$ cat config.mk
export PLATFORM = sky130hd
export DESIGN_NAME = uri_component_splitter_top
export DESIGN_NICKNAME = d
export VERILOG_FILES = /design/src/rtl/ucs_pkg.sv /design/src/rtl/ucs_front.sv /design/src/rtl/ucs_cmd_fifo.sv /design/src/rtl/ucs_back.sv /design/src/rtl/uri_component_splitter_top.sv
export SDC_FILE = /design/constraint.sdc
export NUM_CORES = 1
export LEC_CHECK = 0
export ABC_CLOCK_PERIOD_IN_PS = 7900
export BUFFER_PORTS_ARGS = -buffer_cell sky130_fd_sc_hd__buf_2
export CAP_MARGIN = 20
export CORE_MARGIN = 5
export CORE_UTILIZATION = 55
export CTS_BUF_LIST = sky130_fd_sc_hd__clkbuf_16
export CTS_CLUSTER_SIZE = 28
export DETAILED_ROUTE_END_ITERATION = 7
export PLACE_DENSITY = 0.72
export SKIP_LAST_GASP = 1
export SLEW_MARGIN = 20
export SYNTH_ARGS = -nofsm -noshare
export SYNTH_HDL_FRONTEND = slang
export SYNTH_SLANG_ARGS = --single-unit
$ cat constraint.sdc
create_clock -name clock -period 7.9 [get_ports clock]
set_input_delay 1.975 -clock clock [delete_from_list [all_inputs] [get_ports clock]]
set_output_delay 1.975 -clock clock [all_outputs]
set_load 0.05 [all_outputs]
$ cat src/rtl/ucs_pkg.sv
// ----------------------------------------------------------------------------
// ucs_pkg
// Shared types, constants and character helpers of the URI component
// splitter.
// ----------------------------------------------------------------------------
package ucs_pkg;

   localparam int MAX_SCHEME_LEN = 16;
   localparam int HOLD_CAP = (MAX_SCHEME_LEN > 18) ? 18 :
                             ((MAX_SCHEME_LEN < 1) ? 1 : MAX_SCHEME_LEN);
   localparam int HOLD_IDX_W = (HOLD_CAP > 1) ? $clog2(HOLD_CAP) : 1;
   localparam int HOLD_CNT_W = $clog2(HOLD_CAP + 1);

   localparam int CMDQ_DEPTH = 2;
   localparam int CMDQ_AW = (CMDQ_DEPTH > 1) ? $clog2(CMDQ_DEPTH) : 1;
   localparam int CMDQ_CW = $clog2(CMDQ_DEPTH + 1);

   localparam logic [7:0] CH_PLUS  = 8'h2B;
   localparam logic [7:0] CH_MINUS = 8'h2D;
   localparam logic [7:0] CH_DOT   = 8'h2E;
   localparam logic [7:0] CH_COLON = 8'h3A;
   localparam logic [7:0] CH_SLASH = 8'h2F;
   localparam logic [7:0] CH_QUEST = 8'h3F;
   localparam logic [7:0] CH_HASH  = 8'h23;

   localparam logic [1:0] KIND_DATA  = 2'd0;
   localparam logic [1:0] KIND_START = 2'd1;
   localparam logic [1:0] KIND_DONE  = 2'd2;

   localparam logic [2:0] COMP_SCHEME = 3'd0;
   localparam logic [2:0] COMP_AUTH   = 3'd1;
   localparam logic [2:0] COMP_PATH   = 3'd2;
   localparam logic [2:0] COMP_QUERY  = 3'd3;
   localparam logic [2:0] COMP_FRAG   = 3'd4;

   typedef struct packed {
      logic       en;
      logic [1:0] kind;
      logic [2:0] comp;
      logic [7:0] chr;
   } tail_type;

   typedef struct packed {
      logic                  start_en;
      logic [2:0]            start_comp;
      logic [HOLD_CNT_W-1:0] flush_cnt;
      logic                  slash_en;
      tail_type              tail;
   } cmd_type;

   typedef struct packed {
      logic                  en;
      logic [HOLD_IDX_W-1:0] addr;
      logic [7:0]            data;
   } hold_wr_type;

   function automatic logic is_letter(input logic [7:0] c);
      return (c >= 8'h41 && c <= 8'h5A) || (c >= 8'h61 && c <= 8'h7A);
   endfunction

   function automatic logic is_scheme_tail(input logic [7:0] c);
      return is_letter(c) || (c >= 8'h30 && c <= 8'h39) ||
             c == CH_PLUS || c == CH_MINUS || c == CH_DOT;
   endfunction

   function automatic tail_type path_byte(input logic [7:0] c);
      tail_type t;
      t.en = 1'b1;
      if (c == CH_QUEST) begin
         t.kind = KIND_START;
         t.comp = COMP_QUERY;
         t.chr  = 8'h00;
      end else if (c == CH_HASH) begin
         t.kind = KIND_START;
         t.comp = COMP_FRAG;
         t.chr  = 8'h00;
      end else begin
         t.kind = KIND_DATA;
         t.comp = COMP_PATH;
         t.chr  = c;
      end
      return t;
   endfunction

endpackage

$ cat src/rtl/ucs_front.sv
// ----------------------------------------------------------------------------
// ucs_front
// Accepts URI bytes, tracks the parse mode and the held scheme candidate,
// and turns each byte into at most one output command.
// ----------------------------------------------------------------------------
module ucs_front import ucs_pkg::*; (
   input  logic        clock,
   input  logic        reset,
   input  logic        req_valid,
   output logic        req_ready,
   input  logic [7:0]  req_char_code,
   input  logic        req_is_end,
   input  logic        q_full,
   output logic        q_push,
   output cmd_type     q_cmd,
   output hold_wr_type hold_wr,
   input  logic        flush_done
);

   typedef enum logic [7:0] {
      MD_START  = 8'b0000_0001,
      MD_SCHEME = 8'b0000_0010,
      MD_BEGIN  = 8'b0000_0100,
      MD_SLASH  = 8'b0000_1000,
      MD_AUTH   = 8'b0001_0000,
      MD_PATH   = 8'b0010_0000,
      MD_QUERY  = 8'b0100_0000,
      MD_FRAG   = 8'b1000_0000
   } mode_type;

   mode_type              mode_ff, mode_in;
   logic [HOLD_CNT_W-1:0] hold_cnt_ff, hold_cnt_in;
   logic                  busy_ff, busy_in;
   logic                  accept;
   logic [7:0]            c;
   cmd_type               cmd;
   tail_type              pb;

   assign req_ready = !busy_ff && !q_full;
   assign accept    = req_valid && req_ready;
   assign c         = req_char_code;
   assign pb        = path_byte(c);

   function automatic mode_type mode_of(input tail_type t);
      if (t.kind == KIND_START && t.comp == COMP_QUERY) begin
         return MD_QUERY;
      end else if (t.kind == KIND_START && t.comp == COMP_FRAG) begin
         return MD_FRAG;
      end else begin
         return MD_PATH;
      end
   endfunction

   always_comb begin
      cmd          = '0;
      mode_in      = mode_ff;
      hold_cnt_in  = hold_cnt_ff;
      hold_wr.en   = 1'b0;
      hold_wr.addr = hold_cnt_ff[HOLD_IDX_W-1:0];
      hold_wr.data = c;
      if (req_is_end) begin
         if (mode_ff == MD_SCHEME) begin
            cmd.start_en   = 1'b1;
            cmd.start_comp = COMP_PATH;
            cmd.flush_cnt  = hold_cnt_ff;
         end else if (mode_ff == MD_SLASH) begin
            cmd.start_en   = 1'b1;
            cmd.start_comp = COMP_PATH;
            cmd.slash_en   = 1'b1;
         end
         cmd.tail.en   = 1'b1;
         cmd.tail.kind = KIND_DONE;
         cmd.tail.comp = COMP_SCHEME;
         cmd.tail.chr  = 8'h00;
         mode_in       = MD_START;
         hold_cnt_in   = '0;
      end else begin
         unique case (mode_ff)
            MD_START, MD_BEGIN: begin
               if (mode_ff == MD_START && is_letter(c)) begin
                  hold_wr.en   = 1'b1;
                  hold_wr.addr = '0;
                  hold_cnt_in  = HOLD_CNT_W'(1);
                  mode_in      = MD_SCHEME;
               end else if (c == CH_SLASH) begin
                  mode_in = MD_SLASH;
               end else if (c == CH_QUEST || c == CH_HASH) begin
                  cmd.tail = pb;
                  mode_in  = mode_of(pb);
               end else begin
                  cmd.start_en   = 1'b1;
                  cmd.start_comp = COMP_PATH;
                  cmd.tail       = pb;
                  mode_in        = MD_PATH;
               end
            end
            MD_SCHEME: begin
               if (c == CH_COLON) begin
                  cmd.start_en   = 1'b1;
                  cmd.start_comp = COMP_SCHEME;
                  cmd.flush_cnt  = hold_cnt_ff;
                  hold_cnt_in    = '0;
                  mode_in        = MD_BEGIN;
               end else if (is_scheme_tail(c) && hold_cnt_ff < HOLD_CNT_W'(HOLD_CAP)) begin
                  hold_wr.en  = 1'b1;
                  hold_cnt_in = hold_cnt_ff + HOLD_CNT_W'(1);
               end else begin
                  cmd.start_en   = 1'b1;
                  cmd.start_comp = COMP_PATH;
                  cmd.flush_cnt  = hold_cnt_ff;
                  hold_cnt_in    = '0;
                  if (is_scheme_tail(c)) begin
                     cmd.tail.en   = 1'b1;
                     cmd.tail.kind = KIND_DATA;
                     cmd.tail.comp = COMP_PATH;
                     cmd.tail.chr  = c;
                     mode_in       = MD_PATH;
                  end else begin
                     cmd.tail = pb;
                     mode_in  = mode_of(pb);
                  end
               end
            end
            MD_SLASH: begin
               cmd.start_en = 1'b1;
               if (c == CH_SLASH) begin
                  cmd.start_comp = COMP_AUTH;
                  mode_in        = MD_AUTH;
               end else begin
                  cmd.start_comp = COMP_PATH;
                  cmd.slash_en   = 1'b1;
                  cmd.tail       = pb;
                  mode_in        = mode_of(pb);
               end
            end
            MD_AUTH: begin
               if (c == CH_SLASH) begin
                  cmd.start_en   = 1'b1;
                  cmd.start_comp = COMP_PATH;
                  cmd.slash_en   = 1'b1;
                  mode_in        = MD_PATH;
               end else if (c == CH_QUEST || c == CH_HASH) begin
                  cmd.tail = pb;
                  mode_in  = mode_of(pb);
               end else begin
                  cmd.tail.en   = 1'b1;
                  cmd.tail.kind = KIND_DATA;
                  cmd.tail.comp = COMP_AUTH;
                  cmd.tail.chr  = c;
               end
            end
            MD_PATH: begin
               cmd.tail = pb;
               mode_in  = mode_of(pb);
            end
            MD_QUERY: begin
               cmd.tail.en = 1'b1;
               if (c == CH_HASH) begin
                  cmd.tail.kind = KIND_START;
                  cmd.tail.comp = COMP_FRAG;
                  cmd.tail.chr  = 8'h00;
                  mode_in       = MD_FRAG;
               end else begin
                  cmd.tail.kind = KIND_DATA;
                  cmd.tail.comp = COMP_QUERY;
                  cmd.tail.chr  = c;
               end
            end
            MD_FRAG: begin
               cmd.tail.en   = 1'b1;
               cmd.tail.kind = KIND_DATA;
               cmd.tail.comp = COMP_FRAG;
               cmd.tail.chr  = c;
            end
            default: begin
               mode_in = MD_START;
            end
         endcase
      end
      if (!accept) begin
         hold_wr.en = 1'b0;
      end
   end

   assign q_cmd  = cmd;
   assign q_push = accept && (cmd.start_en || cmd.slash_en || cmd.tail.en);

   always_comb begin
      busy_in = busy_ff;
      if (q_push && cmd.flush_cnt != '0) begin
         busy_in = 1'b1;
      end else if (flush_done) begin
         busy_in = 1'b0;
      end
   end

   always_ff @(posedge clock) begin
      if (reset) begin
         mode_ff     <= MD_START;
         hold_cnt_ff <= '0;
         busy_ff     <= 1'b0;
      end else begin
         if (accept) begin
            mode_ff     <= mode_in;
            hold_cnt_ff <= hold_cnt_in;
         end
         busy_ff <= busy_in;
      end
   end

   a_hold_only_in_scheme: assert property (@(posedge clock) disable iff (reset)
      (mode_ff == MD_SCHEME) == (hold_cnt_ff != '0))
      else $error("hold count and scheme mode disagree");

   a_hold_cnt_cap: assert property (@(posedge clock) disable iff (reset)
      hold_cnt_ff <= HOLD_CNT_W'(HOLD_CAP))
      else $error("hold count beyond buffer size");

endmodule

$ cat src/rtl/ucs_cmd_fifo.sv
// ----------------------------------------------------------------------------
// ucs_cmd_fifo
// Short command queue between the parse front and the output back end.
// ----------------------------------------------------------------------------
module ucs_cmd_fifo import ucs_pkg::*; (
   input  logic    clock,
   input  logic    reset,
   input  logic    push,
   input  cmd_type push_cmd,
   output logic    full,
   input  logic    pop,
   output logic    head_valid,
   output cmd_type head_cmd
);

   cmd_type            mem_ff [CMDQ_DEPTH];
   logic [CMDQ_AW-1:0] wr_ptr_ff, wr_ptr_in;
   logic [CMDQ_AW-1:0] rd_ptr_ff, rd_ptr_in;
   logic [CMDQ_CW-1:0] cnt_ff, cnt_in;

   assign full       = cnt_ff == CMDQ_CW'(CMDQ_DEPTH);
   assign head_valid = cnt_ff != '0;
   assign head_cmd   = mem_ff[rd_ptr_ff];

   always_comb begin
      wr_ptr_in = wr_ptr_ff;
      rd_ptr_in = rd_ptr_ff;
      cnt_in    = cnt_ff;
      if (push) begin
         wr_ptr_in = (wr_ptr_ff == CMDQ_AW'(CMDQ_DEPTH - 1)) ? '0 :
                     wr_ptr_ff + CMDQ_AW'(1);
      end
      if (pop) begin
         rd_ptr_in = (rd_ptr_ff == CMDQ_AW'(CMDQ_DEPTH - 1)) ? '0 :
                     rd_ptr_ff + CMDQ_AW'(1);
      end
      if (push && !pop) begin
         cnt_in = cnt_ff + CMDQ_CW'(1);
      end else if (pop && !push) begin
         cnt_in = cnt_ff - CMDQ_CW'(1);
      end
   end

   always_ff @(posedge clock) begin
      if (reset) begin
         wr_ptr_ff <= '0;
         rd_ptr_ff <= '0;
         cnt_ff    <= '0;
      end else begin
         wr_ptr_ff <= wr_ptr_in;
         rd_ptr_ff <= rd_ptr_in;
         cnt_ff    <= cnt_in;
      end
   end

   always_ff @(posedge clock) begin
      if (push) begin
         mem_ff[wr_ptr_ff] <= push_cmd;
      end
   end

   a_no_overflow: assert property (@(posedge clock) disable iff (reset)
      full |-> !push)
      else $error("push into a full command queue");

   a_no_underflow: assert property (@(posedge clock) disable iff (reset)
      !head_valid |-> !pop)
      else $error("pop from an empty command queue");

endmodule

$ cat src/rtl/ucs_back.sv
// ----------------------------------------------------------------------------
// ucs_back
// Executes queued commands: owns the scheme hold buffer and sends one
// result transfer per cycle through the output register while it is free.
// ----------------------------------------------------------------------------
module ucs_back import ucs_pkg::*; (
   input  logic        clock,
   input  logic        reset,
   input  hold_wr_type hold_wr,
   input  logic        head_valid,
   input  cmd_type     head_cmd,
   output logic        pop,
   output logic        flush_done,
   output logic        rsp_valid,
   input  logic        rsp_ready,
   output logic [1:0]  rsp_kind,
   output logic [2:0]  rsp_component,
   output logic [7:0]  rsp_out_char,
   output logic        rsp_last_of_run
);

   typedef enum logic [4:0] {
      PH_IDLE  = 5'b00001,
      PH_START = 5'b00010,
      PH_HOLD  = 5'b00100,
      PH_SLASH = 5'b01000,
      PH_TAIL  = 5'b10000
   } phase_type;

   logic [7:0]            hold_ff [HOLD_CAP];
   phase_type             phase_ff, phase_in;
   phase_type             ph_cur, ph_next, ph_after_hold, ph_after_start, ph_entry;
   logic [HOLD_IDX_W-1:0] idx_ff, idx_in;
   logic                  last_hold;
   logic                  out_free, fire;
   logic                  valid_ff, valid_in;
   logic [1:0]            kind_ff, kind_in;
   logic [2:0]            comp_ff, comp_in;
   logic [7:0]            char_ff, char_in;
   logic                  last_ff, last_in;

   assign out_free  = !valid_ff || rsp_ready;
   assign fire      = out_free && head_valid;
   assign last_hold = (HOLD_CNT_W'(idx_ff) + HOLD_CNT_W'(1)) == head_cmd.flush_cnt;

   always_comb begin
      ph_after_hold  = head_cmd.slash_en ? PH_SLASH :
                       (head_cmd.tail.en ? PH_TAIL : PH_IDLE);
      ph_after_start = (head_cmd.flush_cnt != '0) ? PH_HOLD : ph_after_hold;
      ph_entry       = head_cmd.start_en ? PH_START : ph_after_start;
      ph_cur         = (phase_ff == PH_IDLE) ? ph_entry : phase_ff;
      ph_next        = PH_IDLE;
      kind_in        = KIND_DATA;
      comp_in        = head_cmd.start_comp;
      char_in        = 8'h00;
      unique case (ph_cur)
         PH_START: begin
            kind_in = KIND_START;
            ph_next = ph_after_start;
         end
         PH_HOLD: begin
            char_in = hold_ff[idx_ff];
            ph_next = last_hold ? ph_after_hold : PH_HOLD;
         end
         PH_SLASH: begin
            comp_in = COMP_PATH;
            char_in = CH_SLASH;
            ph_next = head_cmd.tail.en ? PH_TAIL : PH_IDLE;
         end
         PH_TAIL: begin
            kind_in = head_cmd.tail.kind;
            comp_in = head_cmd.tail.comp;
            char_in = head_cmd.tail.chr;
         end
         default: begin
            ph_next = PH_IDLE;
         end
      endcase
      last_in  = ph_next == PH_IDLE;
      phase_in = phase_ff;
      idx_in   = idx_ff;
      if (fire) begin
         phase_in = ph_next;
         idx_in   = (ph_cur == PH_HOLD && ph_next == PH_HOLD) ?
                    idx_ff + HOLD_IDX_W'(1) : '0;
      end
      valid_in = fire ? 1'b1 : (rsp_ready ? 1'b0 : valid_ff);
   end

   assign pop        = fire && ph_next == PH_IDLE;
   assign flush_done = pop && head_cmd.flush_cnt != '0;

   always_ff @(posedge clock) begin
      if (reset) begin
         phase_ff <= PH_IDLE;
         idx_ff   <= '0;
         valid_ff <= 1'b0;
      end else begin
         phase_ff <= phase_in;
         idx_ff   <= idx_in;
         valid_ff <= valid_in;
      end
   end

   always_ff @(posedge clock) begin
      if (fire) begin
         kind_ff <= kind_in;
         comp_ff <= comp_in;
         char_ff <= char_in;
         last_ff <= last_in;
      end
      if (hold_wr.en) begin
         hold_ff[hold_wr.addr] <= hold_wr.data;
      end
   end

   assign rsp_valid       = valid_ff;
   assign rsp_kind        = kind_ff;
   assign rsp_component   = comp_ff;
   assign rsp_out_char    = char_ff;
   assign rsp_last_of_run = last_ff;

   a_phase_has_cmd: assert property (@(posedge clock) disable iff (reset)
      phase_ff != PH_IDLE |-> head_valid)
      else $error("command phase active with no queued command");

   a_no_write_during_flush: assert property (@(posedge clock) disable iff (reset)
      phase_ff == PH_HOLD |-> !hold_wr.en)
      else $error("hold buffer written while it is being flushed");

endmodule

$ cat src/rtl/uri_component_splitter_top.sv
// ----------------------------------------------------------------------------
// uri_component_splitter_top
// Splits a byte stream URI into scheme, authority, path, query and fragment
// start markers and data transfers, with a done marker at the end of a URI.
// ----------------------------------------------------------------------------
// Channel   Ports                               Direction
// req       req_valid/ready, char_code, is_end  in
// rsp       rsp_valid/ready, kind, component,   out
//           out_char, last_of_run
//
// An item giving n results occupies the back end until all n have gone out,
// so a plain data byte moves at one per cycle while the output is not stalled.
// A command that flushes the scheme hold buffer stops input acceptance from
// its own transfer until the cycle after the back end has loaded its last
// result; the held bytes go out one per cycle while the output is not stalled.
// Synchronous active-high reset returns the parser to the start of a URI.
// The two-entry command queue lets input and output stall independently.
// ----------------------------------------------------------------------------
module uri_component_splitter_top import ucs_pkg::*; (
   input  logic       clock,
   input  logic       reset,
   input  logic       req_valid,
   output logic       req_ready,
   input  logic [7:0] req_char_code,
   input  logic       req_is_end,
   output logic       rsp_valid,
   input  logic       rsp_ready,
   output logic [1:0] rsp_kind,
   output logic [2:0] rsp_component,
   output logic [7:0] rsp_out_char,
   output logic       rsp_last_of_run
);

   logic        q_full, q_push, q_pop, q_head_valid, flush_done;
   cmd_type     q_cmd, q_head;
   hold_wr_type hold_wr;

   ucs_front u_front (
      .clock         (clock),
      .reset         (reset),
      .req_valid     (req_valid),
      .req_ready     (req_ready),
      .req_char_code (req_char_code),
      .req_is_end    (req_is_end),
      .q_full        (q_full),
      .q_push        (q_push),
      .q_cmd         (q_cmd),
      .hold_wr       (hold_wr),
      .flush_done    (flush_done)
   );

   ucs_cmd_fifo u_fifo (
      .clock      (clock),
      .reset      (reset),
      .push       (q_push),
      .push_cmd   (q_cmd),
      .full       (q_full),
      .pop        (q_pop),
      .head_valid (q_head_valid),
      .head_cmd   (q_head)
   );

   ucs_back u_back (
      .clock           (clock),
      .reset           (reset),
      .hold_wr         (hold_wr),
      .head_valid      (q_head_valid),
      .head_cmd        (q_head),
      .pop             (q_pop),
      .flush_done      (flush_done),
      .rsp_valid       (rsp_valid),
      .rsp_ready       (rsp_ready),
      .rsp_kind        (rsp_kind),
      .rsp_component   (rsp_component),
      .rsp_out_char    (rsp_out_char),
      .rsp_last_of_run (rsp_last_of_run)
   );

endmodule
==> key figures <==
Outcome
  • Status: finished clean

Timing
  • Fin. Hold Viols: 0
  • Unrepaired setup endpoints after global routing: no
  • Tcrit/Tclk final: 63.5%
  • Clock skew: 9.32 ps
  • Fin Setup TNS: 0 ps
  • Worst slew pin tran: 990 ps
  • Relative slew slack: 33.7%
  • Final Max Slew Viols: 0
  • Final setup vio count: 0
  • Final Critical Period: 5010 ps
  • Worst setup margin: 2890 ps
  • Timing-limited maximum frequency: 199 MHz

Routing
  • Per-cell routed wire length: 23.9 um
  • WL met1: 9600 um
  • Total number of vias: 6127
  • WL final: 22700 um
  • DRT antenna net count: 0
  • Met2 routed WL: 10900 um
  • Top routing layer used: met4
  • TritonRoute pass-1 iters: 5
  • Drt first-iter violations: 754
  • Vias/cell: 6.47
  • DRC violations left: 0
  • Wire length on met3: 1690 um

Synth
  • Top-count cell post-synth: edfxtp_1
  • Post-synth EDFFs: 188
  • Cell count after synthesis: 675
  • Yosys top cell area share: 57.3%
  • Unique masters post-synth: 76
  • Post-synth top flop: edfxtp_1
  • Avg Synthesized Cell Area: 14.6 um^2
  • Seq cells post-synth: 220
  • Post-synth ARST share: 0%
  • Largest area contributor in the netlist: edfxtp_1
  • Synthesized cell area: 0.00986 mm^2
  • Sequential-to-total area share from yosys stat: 63.7%
  • Ys Warns: 0
  • Most common library cells after synthesis: edfxtp_1, nor2_1, mux4_2, nand2_1, dfxtp_1
  • Net Count, Synth: 691
  • Top post-synthesis cells by area: edfxtp_1, mux4_2, dfxtp_1, mux2i_1, nor2_1

Critical path
  • CP Capture Type: flip-flop
  • CP arrival: 5140 ps
  • Crit path from: req_char_code[0]
  • Worst path cell trace: buf_2, xnor2_1, a211o_1, a311oi_2, nand2_1, a2111oi_4, nand4b_1, nor2_1
  • Slowest CP cell: nor2_1
  • Startpoint Class: input pin
  • Crit Path Category: in2reg
  • Crit path buf inv count: 1
  • Worst EP required: 8020 ps
  • Slowest stage delay, CP: 800 ps
  • Top Family by Delay on Critical Path: compound AO/OA/AOI/OAI gates
  • Critical path peak fanout: 28

Die
  • DIE WIDTH: 144 um
  • Ports: 29
  • Core area: 0.0178 mm^2
  • Die Ht: 144 um
  • Initial Utilization: 55.5%
  • Die ar.: 0.0207 mm^2
  • FP Rows: 49

Power and ir drop
  • Int Power: 2310 uW
  • Clock network fraction of total power: 30.6%
  • Sw power: 1030 uW
  • Seq pwr share: 43.5%
  • Peak supply drop: 0.267 mV
  • Logic pwr share: 25.9%
  • Sw Share: 30.8%
  • Leakage power: 0.00357 uW
  • Overall Power: 3340 uW
  • Pwr dens: 304 mW/mm^2

Cells and area
  • Nets@finish: 716
  • Antenna Cells: 0
  • Share of cells above drive strength 1: 18.9%
  • Area growth from synthesis to layout: 11.3%
  • Final cell count without fillers: 947
  • Final Instance Area: 0.0110 mm^2

Global routing
  • GRT Total Usage: 22.2%
  • Pin count of the biggest net entering global routing: 33
  • Initial antenna violation count: 0
  • Total gr overflow: 0
  • Vias in the first global route: 5965
  • Global-route wire length before repair: 35000 um

Job
  • Max_cap viols: 0

Clock tree
  • CTS tree: done
  • Clock root buffer: clkbuf_16
  • Post-CTS Repair Setup Buffers: 0
  • Worst-path clk slew: 50 ps
  • Total clock sinks: 220
  • Clk buf depth: 3
  • Resized cells post-CTS: 0
  • H-tree depth: 1
  • Clock latency on the worst-skew pair: 500 ps
  • Number of buffers created by CTS: 24
  • CTS Hold Bufs: 0

Placed design
  • GPL Wtd Cong: 0.891
  • DP Wirelength: 15100 um
  • Placed cell count: 903
  • Number of input and output port buffers inserted: 28
  • Area post-placement: 0.0102 mm^2
  • Place WS: 2340 ps

Worst hold path
  • Hold Crit Class: reg2reg
  • Min-Delay Startpoint: u_back.rsp_valid
layout make-up:
cell class	instances	area, um^2
clock buffer	25	626
clock inverter	19	106
fill	1291	6800
inverter	20	75.1
multi-input combinational	399	3390
sequential	220	6290
tap	229	287
timing repair buffer	35	208
registers in the layout (all words and copies together) (netlist names), named ones only:
signal	flops
u_fifo.cnt_ff	2
u_fifo.rd_ptr_ff	1
u_back.hold_ff	128
u_back.rsp_component	3
u_back.rsp_valid	1
u_front.hold_cnt_ff	5
u_front.mode_ff	8
u_back.rsp_kind	2
u_back.phase_ff	4
u_fifo.mem_ff	46
u_back.rsp_last_of_run	1
u_back.idx_ff	4
u_front.busy_ff	1
u_fifo.wr_ptr_ff	1
u_back.rsp_out_char	8
tightest hold or removal path, cell delays in order, from the launching register on:
cell      delay [ps]
dfxtp_1          300
nand2b_1          80
a21oi_1           60
cell usage in the layout, fill, tap and decap left out, types with 6 or more instances in the layout:
cell and count:
a21oi_1 26, a31oi_1 10, and2_1 14, buf_2 28, clkbuf_16 25, clkinv_1 6, dfxtp_1 31, edfxtp_1 188
inv_1 29, mux2i_1 21, mux4_2 41, nand2_1 36, nand2b_1 8, nand3_1 12, nor2_1 52, nor2b_1 7
nor3_1 8, nor4_1 6, o21ai_0 15, o21ai_1 7, o221ai_1 6, o22ai_1 7, or3_1 6, xnor2_1 7
xor2_1 7
per-stage QoR:
step	utilization, %	hold WS [ps]
finish	61.8	495
global route	61.8	566
CTS	61.7	496
detailed placement	57.6	485
global placement	57.4	478
floorplan	-	481
final timing paths:
check | to | slack [ps] | depth (start not counted)
setup / recovery | u_back.hold_ff[8][5] | 2890 | 8
hold / removal | u_back.rsp_valid | 490 | 2
setup reg to reg | u_fifo.cnt_ff[1] | 4110 | 10
hold reg to reg | u_back.rsp_valid | 490 | 2
cells by family after synthesis:
kind of cell / count (synthesis) / synth area share (%)
adder cells (fa/ha/maj): 3 / 0.381
AND/OR/NAND/NOR: 193 / 11.0
flip-flops: 220 / 63.7
XOR/XNOR: 14 / 1.24
AO/OA/AOI/OAI: 123 / 9.43
buffers and inverters: 56 / 2.27
multiplexers: 66 / 12.0
per-layer routing:
metal,GRT usage [%],vias up
met5,0,-
met4,4.81,0
met3,4.46,41
met2,35.4,260
met1,32.1,3098
li1,-,2728
power groups by stage:
stage | Combinational (uW) | Sequential [uW] | Clock [uW]
floorplan | 528 | 1580 | 0
global placement | 834 | 1470 | 0
detailed placement | 867 | 1470 | 0
CTS | 871 | 1450 | 1040
global route | 929 | 1460 | 1090
finish | 865 | 1450 | 1020
(Power assumes the default switching activity.)
